==> src/rtl/core/pngu_pkg.sv <==
// Shared types, codes and sizes for the PNG scanline unfilter.
package pngu_pkg;

    localparam int DEF_MAX_ROW_BYTES       = 8192;
    localparam int DEF_MAX_BYTES_PER_PIXEL = 4;

    // Field widths of the internal work item, sized for the largest configuration, and the queue depth.
    localparam int IDX_W  = 16;
    localparam int SLOT_W = 3;
    localparam int Q_DEPTH = 2;

    localparam int ROW_BYTES_W = 14;
    localparam int BPP_W       = 3;

    // Configuration register indexes.
    localparam logic CFG_ROW_BYTES = 1'b0;
    localparam logic CFG_BPP       = 1'b1;

    // Filter type codes; FLT_BAD stands for any unknown type.
    localparam logic [2:0] FLT_NONE  = 3'd0;
    localparam logic [2:0] FLT_SUB   = 3'd1;
    localparam logic [2:0] FLT_UP    = 3'd2;
    localparam logic [2:0] FLT_AVG   = 3'd3;
    localparam logic [2:0] FLT_PAETH = 3'd4;
    localparam logic [2:0] FLT_BAD   = 3'd5;

    typedef struct packed {
        logic [7:0] in_byte;
        logic       image_start;
    } t_in;

    typedef struct packed {
        logic [7:0] out_byte;
        logic       row_end;
        logic       bad_filter;
    } t_out;

    // One classified data byte handed from the front to the back.
    typedef struct packed {
        logic [7:0]        in_byte;
        logic [IDX_W-1:0]  idx;
        logic [SLOT_W-1:0] slot;
        logic              has_left;
        logic              first_row;
        logic [2:0]        filter;
        logic              last;
        logic              clr_hist;
    } t_item;

endpackage

==> src/rtl/core/pngu_front.sv <==
// Front end: row framing, filter byte capture and classification of data bytes.
module pngu_front import pngu_pkg::*; #(
    parameter int MAX_ROW_BYTES       = DEF_MAX_ROW_BYTES,
    parameter int MAX_BYTES_PER_PIXEL = DEF_MAX_BYTES_PER_PIXEL
) (
    input  logic                   i_clk,
    input  logic                   i_rst_n,
    input  logic                   i_push,
    input  t_in                    i_in,
    output logic                   o_full,
    input  logic [ROW_BYTES_W-1:0] i_row_bytes,
    input  logic [BPP_W-1:0]       i_bpp,
    output logic                   o_item_push,
    output t_item                  o_item,
    input  logic                   i_item_full
);
    localparam int IW = (MAX_ROW_BYTES > 1) ? $clog2(MAX_ROW_BYTES) : 1;
    localparam int SW = (MAX_BYTES_PER_PIXEL > 1) ? $clog2(MAX_BYTES_PER_PIXEL) : 1;
    localparam int LW = 17;

    logic          r_in_row, r_first, r_clr_pend;
    logic [2:0]    r_filter;
    logic [IW-1:0] r_idx;
    logic [SW-1:0] r_cnt [0:MAX_BYTES_PER_PIXEL-1];

    logic          accept, is_data, last;
    logic [LW-1:0] len_c, idx_x;
    logic [3:0]    bpp_c;
    logic [SW-1:0] slot;

    assign o_full  = i_item_full;
    assign accept  = i_push && !i_item_full;
    assign is_data = r_in_row && !i_in.image_start;

    always_comb begin
        if (i_row_bytes == '0) begin
            len_c = LW'(1);
        end else if (LW'(i_row_bytes) > LW'(MAX_ROW_BYTES)) begin
            len_c = LW'(MAX_ROW_BYTES);
        end else begin
            len_c = LW'(i_row_bytes);
        end
        if (i_bpp == '0) begin
            bpp_c = 4'd1;
        end else if (4'(i_bpp) > 4'(MAX_BYTES_PER_PIXEL)) begin
            bpp_c = 4'(MAX_BYTES_PER_PIXEL);
        end else begin
            bpp_c = 4'(i_bpp);
        end
    end

    assign idx_x = LW'(r_idx);
    assign last  = (idx_x >= len_c - 1'b1);
    // one modulo counter per possible pixel size, so the slot follows idx % bpp
    assign slot  = r_cnt[SW'(bpp_c - 4'd1)];

    always_comb begin
        o_item.in_byte   = i_in.in_byte;
        o_item.idx       = IDX_W'(r_idx);
        o_item.slot      = SLOT_W'(slot);
        o_item.has_left  = (idx_x >= LW'(bpp_c));
        o_item.first_row = r_first;
        o_item.filter    = r_filter;
        o_item.last      = last;
        o_item.clr_hist  = r_clr_pend;
    end
    assign o_item_push = accept && is_data;

    always_ff @(posedge i_clk) begin
        if (!i_rst_n) begin
            r_in_row   <= 1'b0;
            r_first    <= 1'b1;
            r_clr_pend <= 1'b0;
            r_filter   <= FLT_NONE;
            r_idx      <= '0;
            for (int k = 0; k < MAX_BYTES_PER_PIXEL; k++) begin
                r_cnt[k] <= '0;
            end
        end else if (accept) begin
            if (!is_data) begin
                r_filter   <= (i_in.in_byte > 8'd4) ? FLT_BAD : i_in.in_byte[2:0];
                r_in_row   <= 1'b1;
                r_idx      <= '0;
                r_first    <= r_first | i_in.image_start;
                r_clr_pend <= r_clr_pend | i_in.image_start;
                for (int k = 0; k < MAX_BYTES_PER_PIXEL; k++) begin
                    r_cnt[k] <= '0;
                end
            end else begin
                r_clr_pend <= 1'b0;
                if (last) begin
                    r_in_row <= 1'b0;
                    r_first  <= 1'b0;
                end else begin
                    r_idx <= r_idx + 1'b1;
                    for (int k = 0; k < MAX_BYTES_PER_PIXEL; k++) begin
                        r_cnt[k] <= (r_cnt[k] == SW'(k)) ? '0 : r_cnt[k] + 1'b1;
                    end
                end
            end
        end
    end

endmodule

==> config.mk <==
export PLATFORM = sky130hd
export DESIGN_NAME = pngu_front
export DESIGN_NICKNAME = d
export VERILOG_FILES = /design/src/rtl/core/pngu_pkg.sv /design/src/rtl/core/pngu_front.sv
export SDC_FILE = /design/constraint.sdc
export NUM_CORES = 1
export LEC_CHECK = 0
export CAP_MARGIN = 0
export CORE_AREA = 3 3 101 64
export CTS_BUF_LIST = sky130_fd_sc_hd__clkbuf_8 sky130_fd_sc_hd__clkbuf_16
export DETAILED_ROUTE_END_ITERATION = 8
export DIE_AREA = 0 0 104 67
export DONT_BUFFER_PORTS = 1
export HOLD_SLACK_MARGIN = 0.02
export PLACE_DENSITY_LB_ADDON = 0.1
export SLEW_MARGIN = 40
export SYNTH_ARGS = -nofsm -noshare
export SYNTH_HDL_FRONTEND = slang
export SYNTH_SLANG_ARGS = --single-unit
==> constraint.sdc <==
create_clock -name i_clk -period 6.1 [get_ports i_clk]
set_input_delay 0.305 -clock i_clk [delete_from_list [all_inputs] [get_ports i_clk]]
set_output_delay 0.305 -clock i_clk [all_outputs]
set_load 0.005 [all_outputs]
==> results.md <==
* F_max at 246.5 MHz
* Hold EP: r_first$_SDFFE_PN1P_
* Final Max Tran Viols at 0
* N_diodes at 0
* Setup CP Type: primary input to register
* Clock skew at 0.005835 ns
* Post-synthesis compound-gate area fraction at 21.00%
* Seq/Total Area, Yosys at 27.03%
* Antenna violations before repair at 0
* Cts bufs inserted at 3
* Status: complete, no violations
* Area Growth Syn to Fin at 0.2817%
* Die Y at 67 um
* Finished Layout Cells at 331
* Crit share post-route at 66.50%
* Seq cells post-synth at 27
* Vias in the first global route at 1700
* Total negative setup slack at 0 ns
* Top-count cell post-synth: nand2_1
* Most instantiated cells after synthesis: 25 x nand2_1, 21 x dfxtp_1, 21 x ha_1
* Final Instance Area at 0.002228 mm^2
* R2R Path Start: r_idx[9]$_SDFFE_PN0P_
* PortBufs at 0
* Register-to-register setup slack at 3.58 ns
* WP data arrival at 4.07 ns
* Core ar. at 0.005570 mm^2
* Req. time, crit path at 6.11 ns
* Place WS at 1.722 ns
* Drt pass-1 iters at 4
* Main combinational cell family by area after synthesis: simple AND/OR/NAND/NOR gates
* Via count at 1840
* First-pass GRT wire length at 8625 um
* GRT Overall Usage at 15.35%
* Synthesized cell area at 0.002222 mm^2
* Endpoint class of the critical path: register
* Resized Gates After CTS at 0
* CTS Root Cell: clkbuf_8
* Crit Path Max Fanout at 16
* Pwr Density at 153.1 mW/mm^2
* Critical path startpoint category: primary input
* Reg2Reg Depth at 8
* WL/cell at 16.19 um
* Post-Synth Simple-Gate Area at 26.01%
* Post-synthesis xor/xnor area fraction at 2.759%
* Largest cells by area after synthesis: dfxtp_1 19%, ha_1 12%, edfxtp_1 8.1%
* Total Power at 341.2 uW
* Worst slew margin at 53.24%
* Yosys cell types at 56
* Yosys warning total at 0
* FFs w/ async S/R, synth at 0%
* Final min period at 4.057 ns
* Initial Util at 39.89%
* Reg2Reg Capture Point: r_idx[7]$_SDFFE_PN0P_
* H-tree Lvls at 1
* Die width at 104 um
* Mux share of post-synthesis cell area at 1.971%
* Layout cells sized above 1 at 7.171%
* Most used DFF post-synth: dfxtp_1
* Largest net degree at the start of global routing at 17
* Clk pin slew, worst setup/hold paths at 0.10 ns
* Max-Cap Viols at 0
* Final hold vios at 0
* Hold_sp: i_rst_n
* Synth Area in Adders at 11.82%
* Die ar. at 0.006968 mm^2
* Post-synth EDFFs at 6
* Residual DRC at 0
* Routability cong. at 0.7602
* Setup bufs post-CTS at 0
* Grt ovf at 0
* Fill count at 588
* DP HPWL at 4324 um
* Max IR drop VDD at 90.49 uV
* Worst setup margin at 2.043 ns
* # clock sinks at 27
* Mean post-synth cell area at 8.385 um^2
* Worst Hold Class: primary input to register
* CTS tree: done
* Lkg Pwr at 0.0008672 uW
* Top Ports at 66
* Antenna Violating Nets Remaining at 0
* Dpl cell area at 0.002180 mm^2
* RSZ-0062 raised after global routing: false
* Tightest Pin Transition at 0.6941 ns
* Row count at 21
* CTS Buffer Depth at 2
* Final Setup Violations at 0
* Cells after DPL at 327
* Hold_buf cts at 0
* Share of the synthesized area in the top cell type at 18.92%
* Clock Latency Late Sink at 0.28 ns
* Yosys top cell by area: dfxtp_1
* Initial DRC count at 97
* Worst hold stages at 1
* Nets at 303
* DRT Wirelength at 5358 um
* Mapped Cells at 265
* Vias/cell at 5.559
-- layout make-up --
cell class | count | area [um^2] | share of cell area (%)
inverter | 13 | 51.30 | 2.302
clock buffer | 3 | 41.29 | 1.853
multi-input combinational | 207 | 1428 | 64.07
clock inverter | 1 | 7.507 | 0.3369
sequential | 27 | 600.6 | 26.95
tap | 80 | 100.1 | 4.492
-- per-stage QoR --
stage	hold WS, ns	utilization (%)
after floorplan	0.4433	-
after global placement	0.3866	39.13
after detailed placement	0.3843	39.13
after CTS	0.08723	40.00
after global routing	0.09976	40.00
final	0.09370	40.00
-- registers in the layout, indices dropped and copies added (netlist names) --
register    flops
r_clr_pend      1
r_filter        3
r_cnt           8
r_first         1
r_idx          13
r_in_row        1
-- metal layers --
metal  wire length [um]  part of all wire (%)  track usage, %  up-vias
li1                   -                     -               -      932
met1               2854                    53           24.41      829
met2               1975                    37           19.82       75
met3                505                   9.4           5.034        4
met4                 22                  0.41           1.161        0
met5                  0                     0               0        -
-- logic make-up (layout without fill, tap and decap cells) --
kind of cell,count (synthesis),in the layout
mux,4,4
fa+ha+maj,21,21
buf+inv,34,17
simple gates,108,108
compound gates,63,63
xor+xnor,7,7
other cells,1,4
flops,27,27
-- worst max-delay path, stage by stage --
cell and delay (ns):
or3_4 0.40, nor4_4 0.34, nor3b_1 0.23, o21ai_0 0.15
ha_1 0.29, o21ai_0 0.30, o21ai_0 0.17, o22a_1 0.21
ha_1 0.30, and4_1 0.21, nand3_1 0.09, o21a_1 0.18
a21o_4 0.25, o21ai_4 0.43, inv_1 0.19
-- cell usage in the layout (no fill, tap or decap), types with 2 or more instances in the layout --
master | Yosys | final
inv_1 | 12 | 12
o21ai_0 | 14 | 14
a211oi_1 | 5 | 5
nor4_1 | 6 | 6
and3_1 | 3 | 3
dfxtp_1 | 21 | 21
a221o_1 | 6 | 6
or2_2 | 2 | 2
and2_1 | 4 | 4
nor2_1 | 20 | 20
edfxtp_1 | 6 | 6
nand3_1 | 11 | 11
a22o_1 | 4 | 4
a21o_1 | 4 | 4
a21boi_0 | 2 | 2
nor4b_2 | 2 | 2
nor3b_1 | 3 | 3
nand2b_1 | 4 | 4
clkbuf_8 | 0 | 3
o31ai_1 | 2 | 2
nand2_1 | 25 | 25
mux2_2 | 3 | 3
nor2b_1 | 5 | 5
xnor2_1 | 6 | 6
conb_1 | 1 | 4
nor3_1 | 15 | 15
ha_1 | 21 | 21
a21oi_1 | 8 | 8
a31oi_1 | 3 | 3
nand4_1 | 2 | 2
-- worst max path at each step --
stage                   startpoint                        end  slack [ns]  cells after the start
CTS                 i_row_bytes[7]  r_cnt[0][0]$_SDFFCE_PP0P_        2.01                     15
global placement    i_row_bytes[7]  r_cnt[0][1]$_SDFFCE_PP0P_        1.90                     15
finish              i_row_bytes[7]  r_cnt[0][1]$_SDFFCE_PP0P_        2.04                     15
detailed placement  i_row_bytes[7]  r_cnt[3][0]$_SDFFCE_PP0P_        1.72                     15
floorplan           i_row_bytes[7]  r_cnt[0][0]$_SDFFCE_PP0P_        2.39                     16
global route        i_row_bytes[7]  r_cnt[0][0]$_SDFFCE_PP0P_        1.64                     15
-- report_power, final --
| group | internal [uW] | switching (uW) |
|---|---|---|
| combinational | 19.3 | 25.6 |
| clock | 46.5 | 60.5 |
| sequential | 186 | 2.95 |
| total | 252 | 89.1 |
(Power assumes the default switching activity.)
