==> src/rtl/core/pngu_pkg.sv <==
// Shared types, codes and sizes for the PNG scanline unfilter.
package pngu_pkg;

    localparam int DEF_MAX_ROW_BYTES       = 8192;
    localparam int DEF_MAX_BYTES_PER_PIXEL = 4;

    // Field widths of the internal work item, sized for the largest configuration, and the queue depth.
    localparam int IDX_W  = 16;
    localparam int SLOT_W = 3;
    localparam int Q_DEPTH = 2;

    localparam int ROW_BYTES_W = 14;
    localparam int BPP_W       = 3;

    // Configuration register indexes.
    localparam logic CFG_ROW_BYTES = 1'b0;
    localparam logic CFG_BPP       = 1'b1;

    // Filter type codes; FLT_BAD stands for any unknown type.
    localparam logic [2:0] FLT_NONE  = 3'd0;
    localparam logic [2:0] FLT_SUB   = 3'd1;
    localparam logic [2:0] FLT_UP    = 3'd2;
    localparam logic [2:0] FLT_AVG   = 3'd3;
    localparam logic [2:0] FLT_PAETH = 3'd4;
    localparam logic [2:0] FLT_BAD   = 3'd5;

    typedef struct packed {
        logic [7:0] in_byte;
        logic       image_start;
    } t_in;

    typedef struct packed {
        logic [7:0] out_byte;
        logic       row_end;
        logic       bad_filter;
    } t_out;

    // One classified data byte handed from the front to the back.
    typedef struct packed {
        logic [7:0]        in_byte;
        logic [IDX_W-1:0]  idx;
        logic [SLOT_W-1:0] slot;
        logic              has_left;
        logic              first_row;
        logic [2:0]        filter;
        logic              last;
        logic              clr_hist;
    } t_item;

endpackage

==> src/rtl/core/pngu_fifo.sv <==
// Small register queue with a fill count.
module pngu_fifo import pngu_pkg::*; #(
    parameter int W     = 8,
    parameter int DEPTH = Q_DEPTH
) (
    input  logic         i_clk,
    input  logic         i_rst_n,
    input  logic         i_push,
    input  logic [W-1:0] i_data,
    output logic         o_full,
    input  logic         i_pop,
    output logic [W-1:0] o_data,
    output logic         o_empty
);
    localparam int AW = (DEPTH > 1) ? $clog2(DEPTH) : 1;

    logic [W-1:0] r_mem [0:DEPTH-1];
    logic [AW-1:0] r_wp, r_rp;
    logic [AW:0]   r_cnt;
    logic          do_push, do_pop;

    assign o_full  = (r_cnt == (AW+1)'(DEPTH));
    assign o_empty = (r_cnt == '0);
    assign o_data  = r_mem[r_rp];
    assign do_push = i_push && !o_full;
    assign do_pop  = i_pop && !o_empty;

    always_ff @(posedge i_clk) begin
        if (!i_rst_n) begin
            r_wp  <= '0;
            r_rp  <= '0;
            r_cnt <= '0;
        end else begin
            if (do_push) begin
                r_wp <= (r_wp == AW'(DEPTH-1)) ? '0 : r_wp + 1'b1;
            end
            if (do_pop) begin
                r_rp <= (r_rp == AW'(DEPTH-1)) ? '0 : r_rp + 1'b1;
            end
            if (do_push && !do_pop) begin
                r_cnt <= r_cnt + 1'b1;
            end else if (do_pop && !do_push) begin
                r_cnt <= r_cnt - 1'b1;
            end
        end
    end

    always_ff @(posedge i_clk) begin
        if (do_push) begin
            r_mem[r_wp] <= i_data;
        end
    end

endmodule

==> config.mk <==
export PLATFORM = sky130hd
export DESIGN_NAME = pngu_fifo
export DESIGN_NICKNAME = d
export VERILOG_FILES = /design/src/rtl/core/pngu_pkg.sv /design/src/rtl/core/pngu_fifo.sv
export SDC_FILE = /design/constraint.sdc
export NUM_CORES = 1
export LEC_CHECK = 0
export BUFFER_PORTS_ARGS = -buffer_cell sky130_fd_sc_hd__buf_2
export CORE_AREA = 5 5 47 49
export DETAILED_ROUTE_END_ITERATION = 6
export DIE_AREA = 0 0 52 54
export HOLD_SLACK_MARGIN = 0.12
export PLACE_DENSITY = 0.77
export SLEW_MARGIN = 20
export SYNTH_ARGS = -nofsm -noshare
export SYNTH_HDL_FRONTEND = slang
export SYNTH_SLANG_ARGS = --single-unit
==> constraint.sdc <==
create_clock -name i_clk -period 1.72 [get_ports i_clk]
set_input_delay 0.258 -clock i_clk [delete_from_list [all_inputs] [get_ports i_clk]]
set_output_delay 0.258 -clock i_clk [all_outputs]
set_load 0.005 [all_outputs]
==> impl_metrics.tcl, run 1 <==
set metrics [dict create \
    cts_tree "done" \
    power_frac_seq_pct 53.3 \
    crit_type "reg2out" \
    p_per_area_nw_per_um2 1350 \
    worst-path-max-fanout 8 \
    worst_setup_path_start_kind "flip-flop" \
    fin_cells 103 \
    holdBufCountCts 0 \
    seq_area_um2 581 \
    clockPowerShare_pct 17.1 \
    holdCritPathClass "in2reg" \
    start_util_pct 44.4 \
    timing.setup.tns_ns 0 \
    design.final.nets 90 \
    netlist_instances 50 \
    drv_slew 0 \
    power.internal_mw 0.964 \
    place_ws_ns 0.183 \
    ant_nets 0 \
    num_vias 471 \
    ir_drop_mv 0.883 \
    yosysSeqAreaShare_pct 71.7 \
    groute.usage.overall_pct 9.50 \
    cts_sinks 21 \
    arrival_ns 1.36 \
    slew_headroom_pct 75.0 \
    clkLatencyLatePin_ns 0.30 \
    via_per_inst 4.57 \
    tightest_slew_ns 0.375 \
    yosys_warnings 0 \
    place_congestion 0.622 \
    antenna_cells 0 \
    p_comb_share_pct 29.6 \
    rsz0062_at_grt "no" \
    drtPass1Iterations 2 \
    rows 16 \
    clockBufferDepth 2 \
    setup_ws_ns 0.106 \
    drtIter0Drc 3 \
    drive_above_1_share_pct 46.1 \
    grt_max_degree 12 \
    cts_resized 0 \
    cts_max_level 1 \
    fill_cells 166 \
    multi_input_area_um2 216 \
    dp.cells 98 \
    switchingPower_mw 0.372 \
    drc 0 \
    final_hold_viol_count 0 \
    cts_buffers 3 \
    grt_pass1_vias 484 \
    syn_nets 63 \
    grt_first_pass_wirelength_um 1890 \
    min_from "i_data[0]" \
    power_mw 1.34 \
    area_growth_pct 21.9 \
    syn-cell-area_um2 810 \
    rr_worst_depth 6 \
    cellLeakagePower_nw 0.388 \
    setup_viol 0 \
    post_cts_buffers 0 \
    dieArea_um2 2810 \
    hold_depth 1 \
    status "completed" \
    skew_ns 0.00134 \
    yosysUniqueCellTypes 20 \
    wire_per_inst_um 11.9 \
    finalCritPeriodShare_pct 93.8 \
    max_clock_freq_mhz 620 \
    crit_path_end_kind "primary output" \
    port_buffers 21 \
    ys_seq_elements 21 \
    cts-root-buf "clkbuf_4" \
    antenna_found_initial 0 \
    grt_overflow_total 0 \
    switching_share_pct 27.9 \
    cap_violations 0 \
    period_minus_slack_ns 1.61 \
    cts.clk_slew.worst_paths_ns 0.11 \
    critical_path.reg2reg.startpoint "r_cnt[0]" \
    die_w_um 52 \
    die_height_um 54 \
    crit_required_ns 1.46 \
    core_um2 1820 \
    io_pins 22 \
    synth.avg_cell_area_um2 16.2 \
    final_common_cell "buf_2" \
    wl_um 1230 \
    final_cell_mix "buf_2, edfxtp_1, mux2_2, dfxtp_1" \
]
## cell usage after synthesis (all sizes together)
cell type | count | share of area (%)
nor3 | 1 | 1.2
or3 | 1 | 0.77
xor2 | 1 | 1.1
edfxtp | 16 | 59
o21a | 1 | 0.93
ha | 1 | 1.5
buf | 1 | 0.62
and3 | 1 | 0.77
nor2 | 2 | 0.93
and2 | 3 | 2.3
xnor2 | 2 | 2.2
dfxtp | 5 | 12
nand2b | 1 | 0.77
o21ai | 2 | 1.2
inv | 2 | 0.93
a21boi | 2 | 1.9
mux2 | 8 | 11
## layout make-up
type	count	area share (%)
Tap cell	27	3.42
Multi-Input combinational cell	26	21.9
Inverter	2	0.760
Clock buffer	4	2.66
Timing Repair Buffer	23	12.4
Sequential cell	21	58.8
## power groups by stage
stage               Clock [mW]  Combinational [mW]  Sequential (mW)
finish                   0.229               0.395            0.713
global route             0.259               0.449            0.724
CTS                      0.230               0.403            0.716
detailed placement           0               0.400            0.727
global placement             0               0.388            0.721
floorplan                    0               0.286            0.692
## worst max-delay path: stages, from the launching register on
cell and delay [ns]:
dfxtp_1 0.55, mux2_2 0.38, buf_2 0.13
## cell families after synthesis
kind of cell | Yosys count | synth area share (%)
AOI/OAI and AO/OA | 5 | 4.02
xor gates and xnor gates | 3 | 3.25
adders and majority gates | 1 | 1.55
buffers and inverters | 3 | 1.54
DFF | 21 | 71.7
muxes | 8 | 11.1
and+or+nand+nor | 9 | 6.80
## stage by stage
stage          area [um2]  utilization (%)  hold WS [ns]
2_1_floorplan         810                -         0.357
3_3_place_gp          951             52.2         0.447
3_5_place_dp          951             52.2         0.452
4_1_cts               977             53.6         0.140
5_1_grt               987             54.2         0.121
6_report              987             54.2         0.141
## final timing paths
kind | to | slack, ns
worst min register to register | r_cnt[1] | 0.54
worst max register to register | r_cnt[1] | 0.17
worst max-delay path | o_data[7] | 0.11
worst min-delay path | r_mem[1][0] | 0.14
## sequential cells by signal (all words and copies together) (netlist names), named ones only
name,count
r_mem,16
r_cnt,2
r_rp,1
r_wp,1
## routing by layer
layer	wire (um)	GRT usage, %
met3	109	3.05
met4	22	5.24
met1	512	10.9
met5	0	0
met2	585	15.7
Power figures use the tool's default switching activity.
==> run 2, diff against run 1 <==
RECOVER_POWER = 25   (was default)
==> impl_metrics.tcl, run 2 (synthesis gave the netlist of run 1 again) <==
set metrics [dict create \
    cts_resized 0 \
    cts_max_level 1 \
    port_buffers 21 \
    cts_tree "done" \
    crit_required_ns 1.46 \
    utilization_pct 54.1 \
    ant_nets 0 \
    skew_ns 0.00134 \
    drtIter0Drc 3 \
    worst_setup_path_start_kind "flip-flop" \
    top_register "r_mem" \
    final_common_cell "buf_2" \
    fill_cells 165 \
    final_cell_mix "buf_2, edfxtp_1, mux2_2, dfxtp_1" \
    drtPass1Iterations 2 \
    antenna_found_initial 0 \
    clockBufferDepth 2 \
    grt_overflow_total 0 \
    design.final.nets 90 \
    die_w_um 52 \
    cts_buffers 3 \
    p_per_area_nw_per_um2 1360 \
    crit_type "reg2out" \
    die_height_um 54 \
    arrival_ns 1.36 \
    setup_viol 0 \
    start_util_pct 44.4 \
    clkLatencyLatePin_ns 0.30 \
    drc 0 \
    crit_path_end_kind "primary output" \
    post_cts_buffers 0 \
    wire_per_inst_um 11.9 \
    groute.usage.overall_pct 9.50 \
    cap_violations 0 \
    period_minus_slack_ns 1.61 \
    area_growth_pct 21.6 \
    slew_headroom_pct 75.0 \
    grt_pass1_vias 484 \
    cts-root-buf "clkbuf_4" \
    timing.setup.tns_ns 0 \
    final_hold_viol_count 0 \
    dp.cells 98 \
    final_area_um2 985 \
    power_mw 1.34 \
    ir_drop_mv 0.883 \
    fin_cells 103 \
    core_um2 1820 \
    cellLeakagePower_nw 0.383 \
    dpl_cell_area_um2 951 \
    max_clock_freq_mhz 620 \
    status "completed" \
    finalCritPeriodShare_pct 93.8 \
    reg_top3 "r_mem x16, r_cnt x2" \
    grt_first_pass_wirelength_um 1890 \
    tightest_slew_ns 0.375 \
    cts_sinks 21 \
    io_pins 22 \
    num_vias 471 \
    wl_um 1230 \
    rsz0062_at_grt "no" \
    drv_slew 0 \
    grt_max_degree 12 \
    rows 16 \
    holdCritPathClass "in2reg" \
    place_congestion 0.622 \
    worst-path-max-fanout 8 \
    largest_register_ffs 16 \
    antenna_cells 0 \
    cts.clk_slew.worst_paths_ns 0.11 \
    dieArea_um2 2810 \
    drive_above_1_share_pct 43.4 \
    via_per_inst 4.57 \
]
[run 2: cell types whose count changed in the layout (fill, tap and decap cells not counted)]
cell | previous run | this run
buf_2 | 21 | 19
clkbuf_1 | 1 | 3
[run 2: timing repair]
action / CTS / global route
endpoints found under the hold margin: 0 / 2
endpoints found under the setup margin: 0 / 0
hold buffers: 0 / 1
[run 2: per-stage QoR]
step	hold slack, ns	worst slack (ns)
CTS	0.140	0.0832
global route	0.121	0.0107
detailed placement	0.452	0.183
finish	0.141	0.106
floorplan	0.357	0.266
global placement	0.447	0.244
[run 2: worst max-delay path: stages, from the launching register on]
cell and delay (ns):
dfxtp_1 0.55, mux2_2 0.38, buf_2 0.13
[run 2: final timing paths]
check | slack (ns) | cells after the start | startpoint | end
setup / recovery | 0.11 | 2 | flip-flop | o_data[7]
hold / removal | 0.14 | 1 | i_data[0] | r_mem[1][0]
setup reg to reg | 0.17 | 6 | r_cnt[0] | r_cnt[1]
hold reg to reg | 0.54 | 2 | r_cnt[1] | r_cnt[1]
[run 2: power breakdown]
part	total (mW)	leakage [nW]	switching [mW]	internal, mW
Combinational	0.395	0.177	0.168	0.227
Clock	0.229	0.0150	0.138	0.0904
Sequential	0.713	0.191	0.0661	0.647
[run 2: per-layer routing]
layer	up-vias	global-route usage, %	wire, um
met4	0	5.24	22
met3	2	3.05	109
met2	17	15.7	585
li1	233	-	-
met5	-	0	0
met1	219	10.9	508
[run 2: final cells by class]
class | count | area, um2 | area share [%]
sequential | 21 | 581 | 59.0
multi-input combinational | 26 | 216 | 22.0
timing repair buffer | 23 | 120 | 12.2
tap | 27 | 33.8 | 3.43
clock buffer | 4 | 26.3 | 2.67
inverter | 2 | 7.51 | 0.762
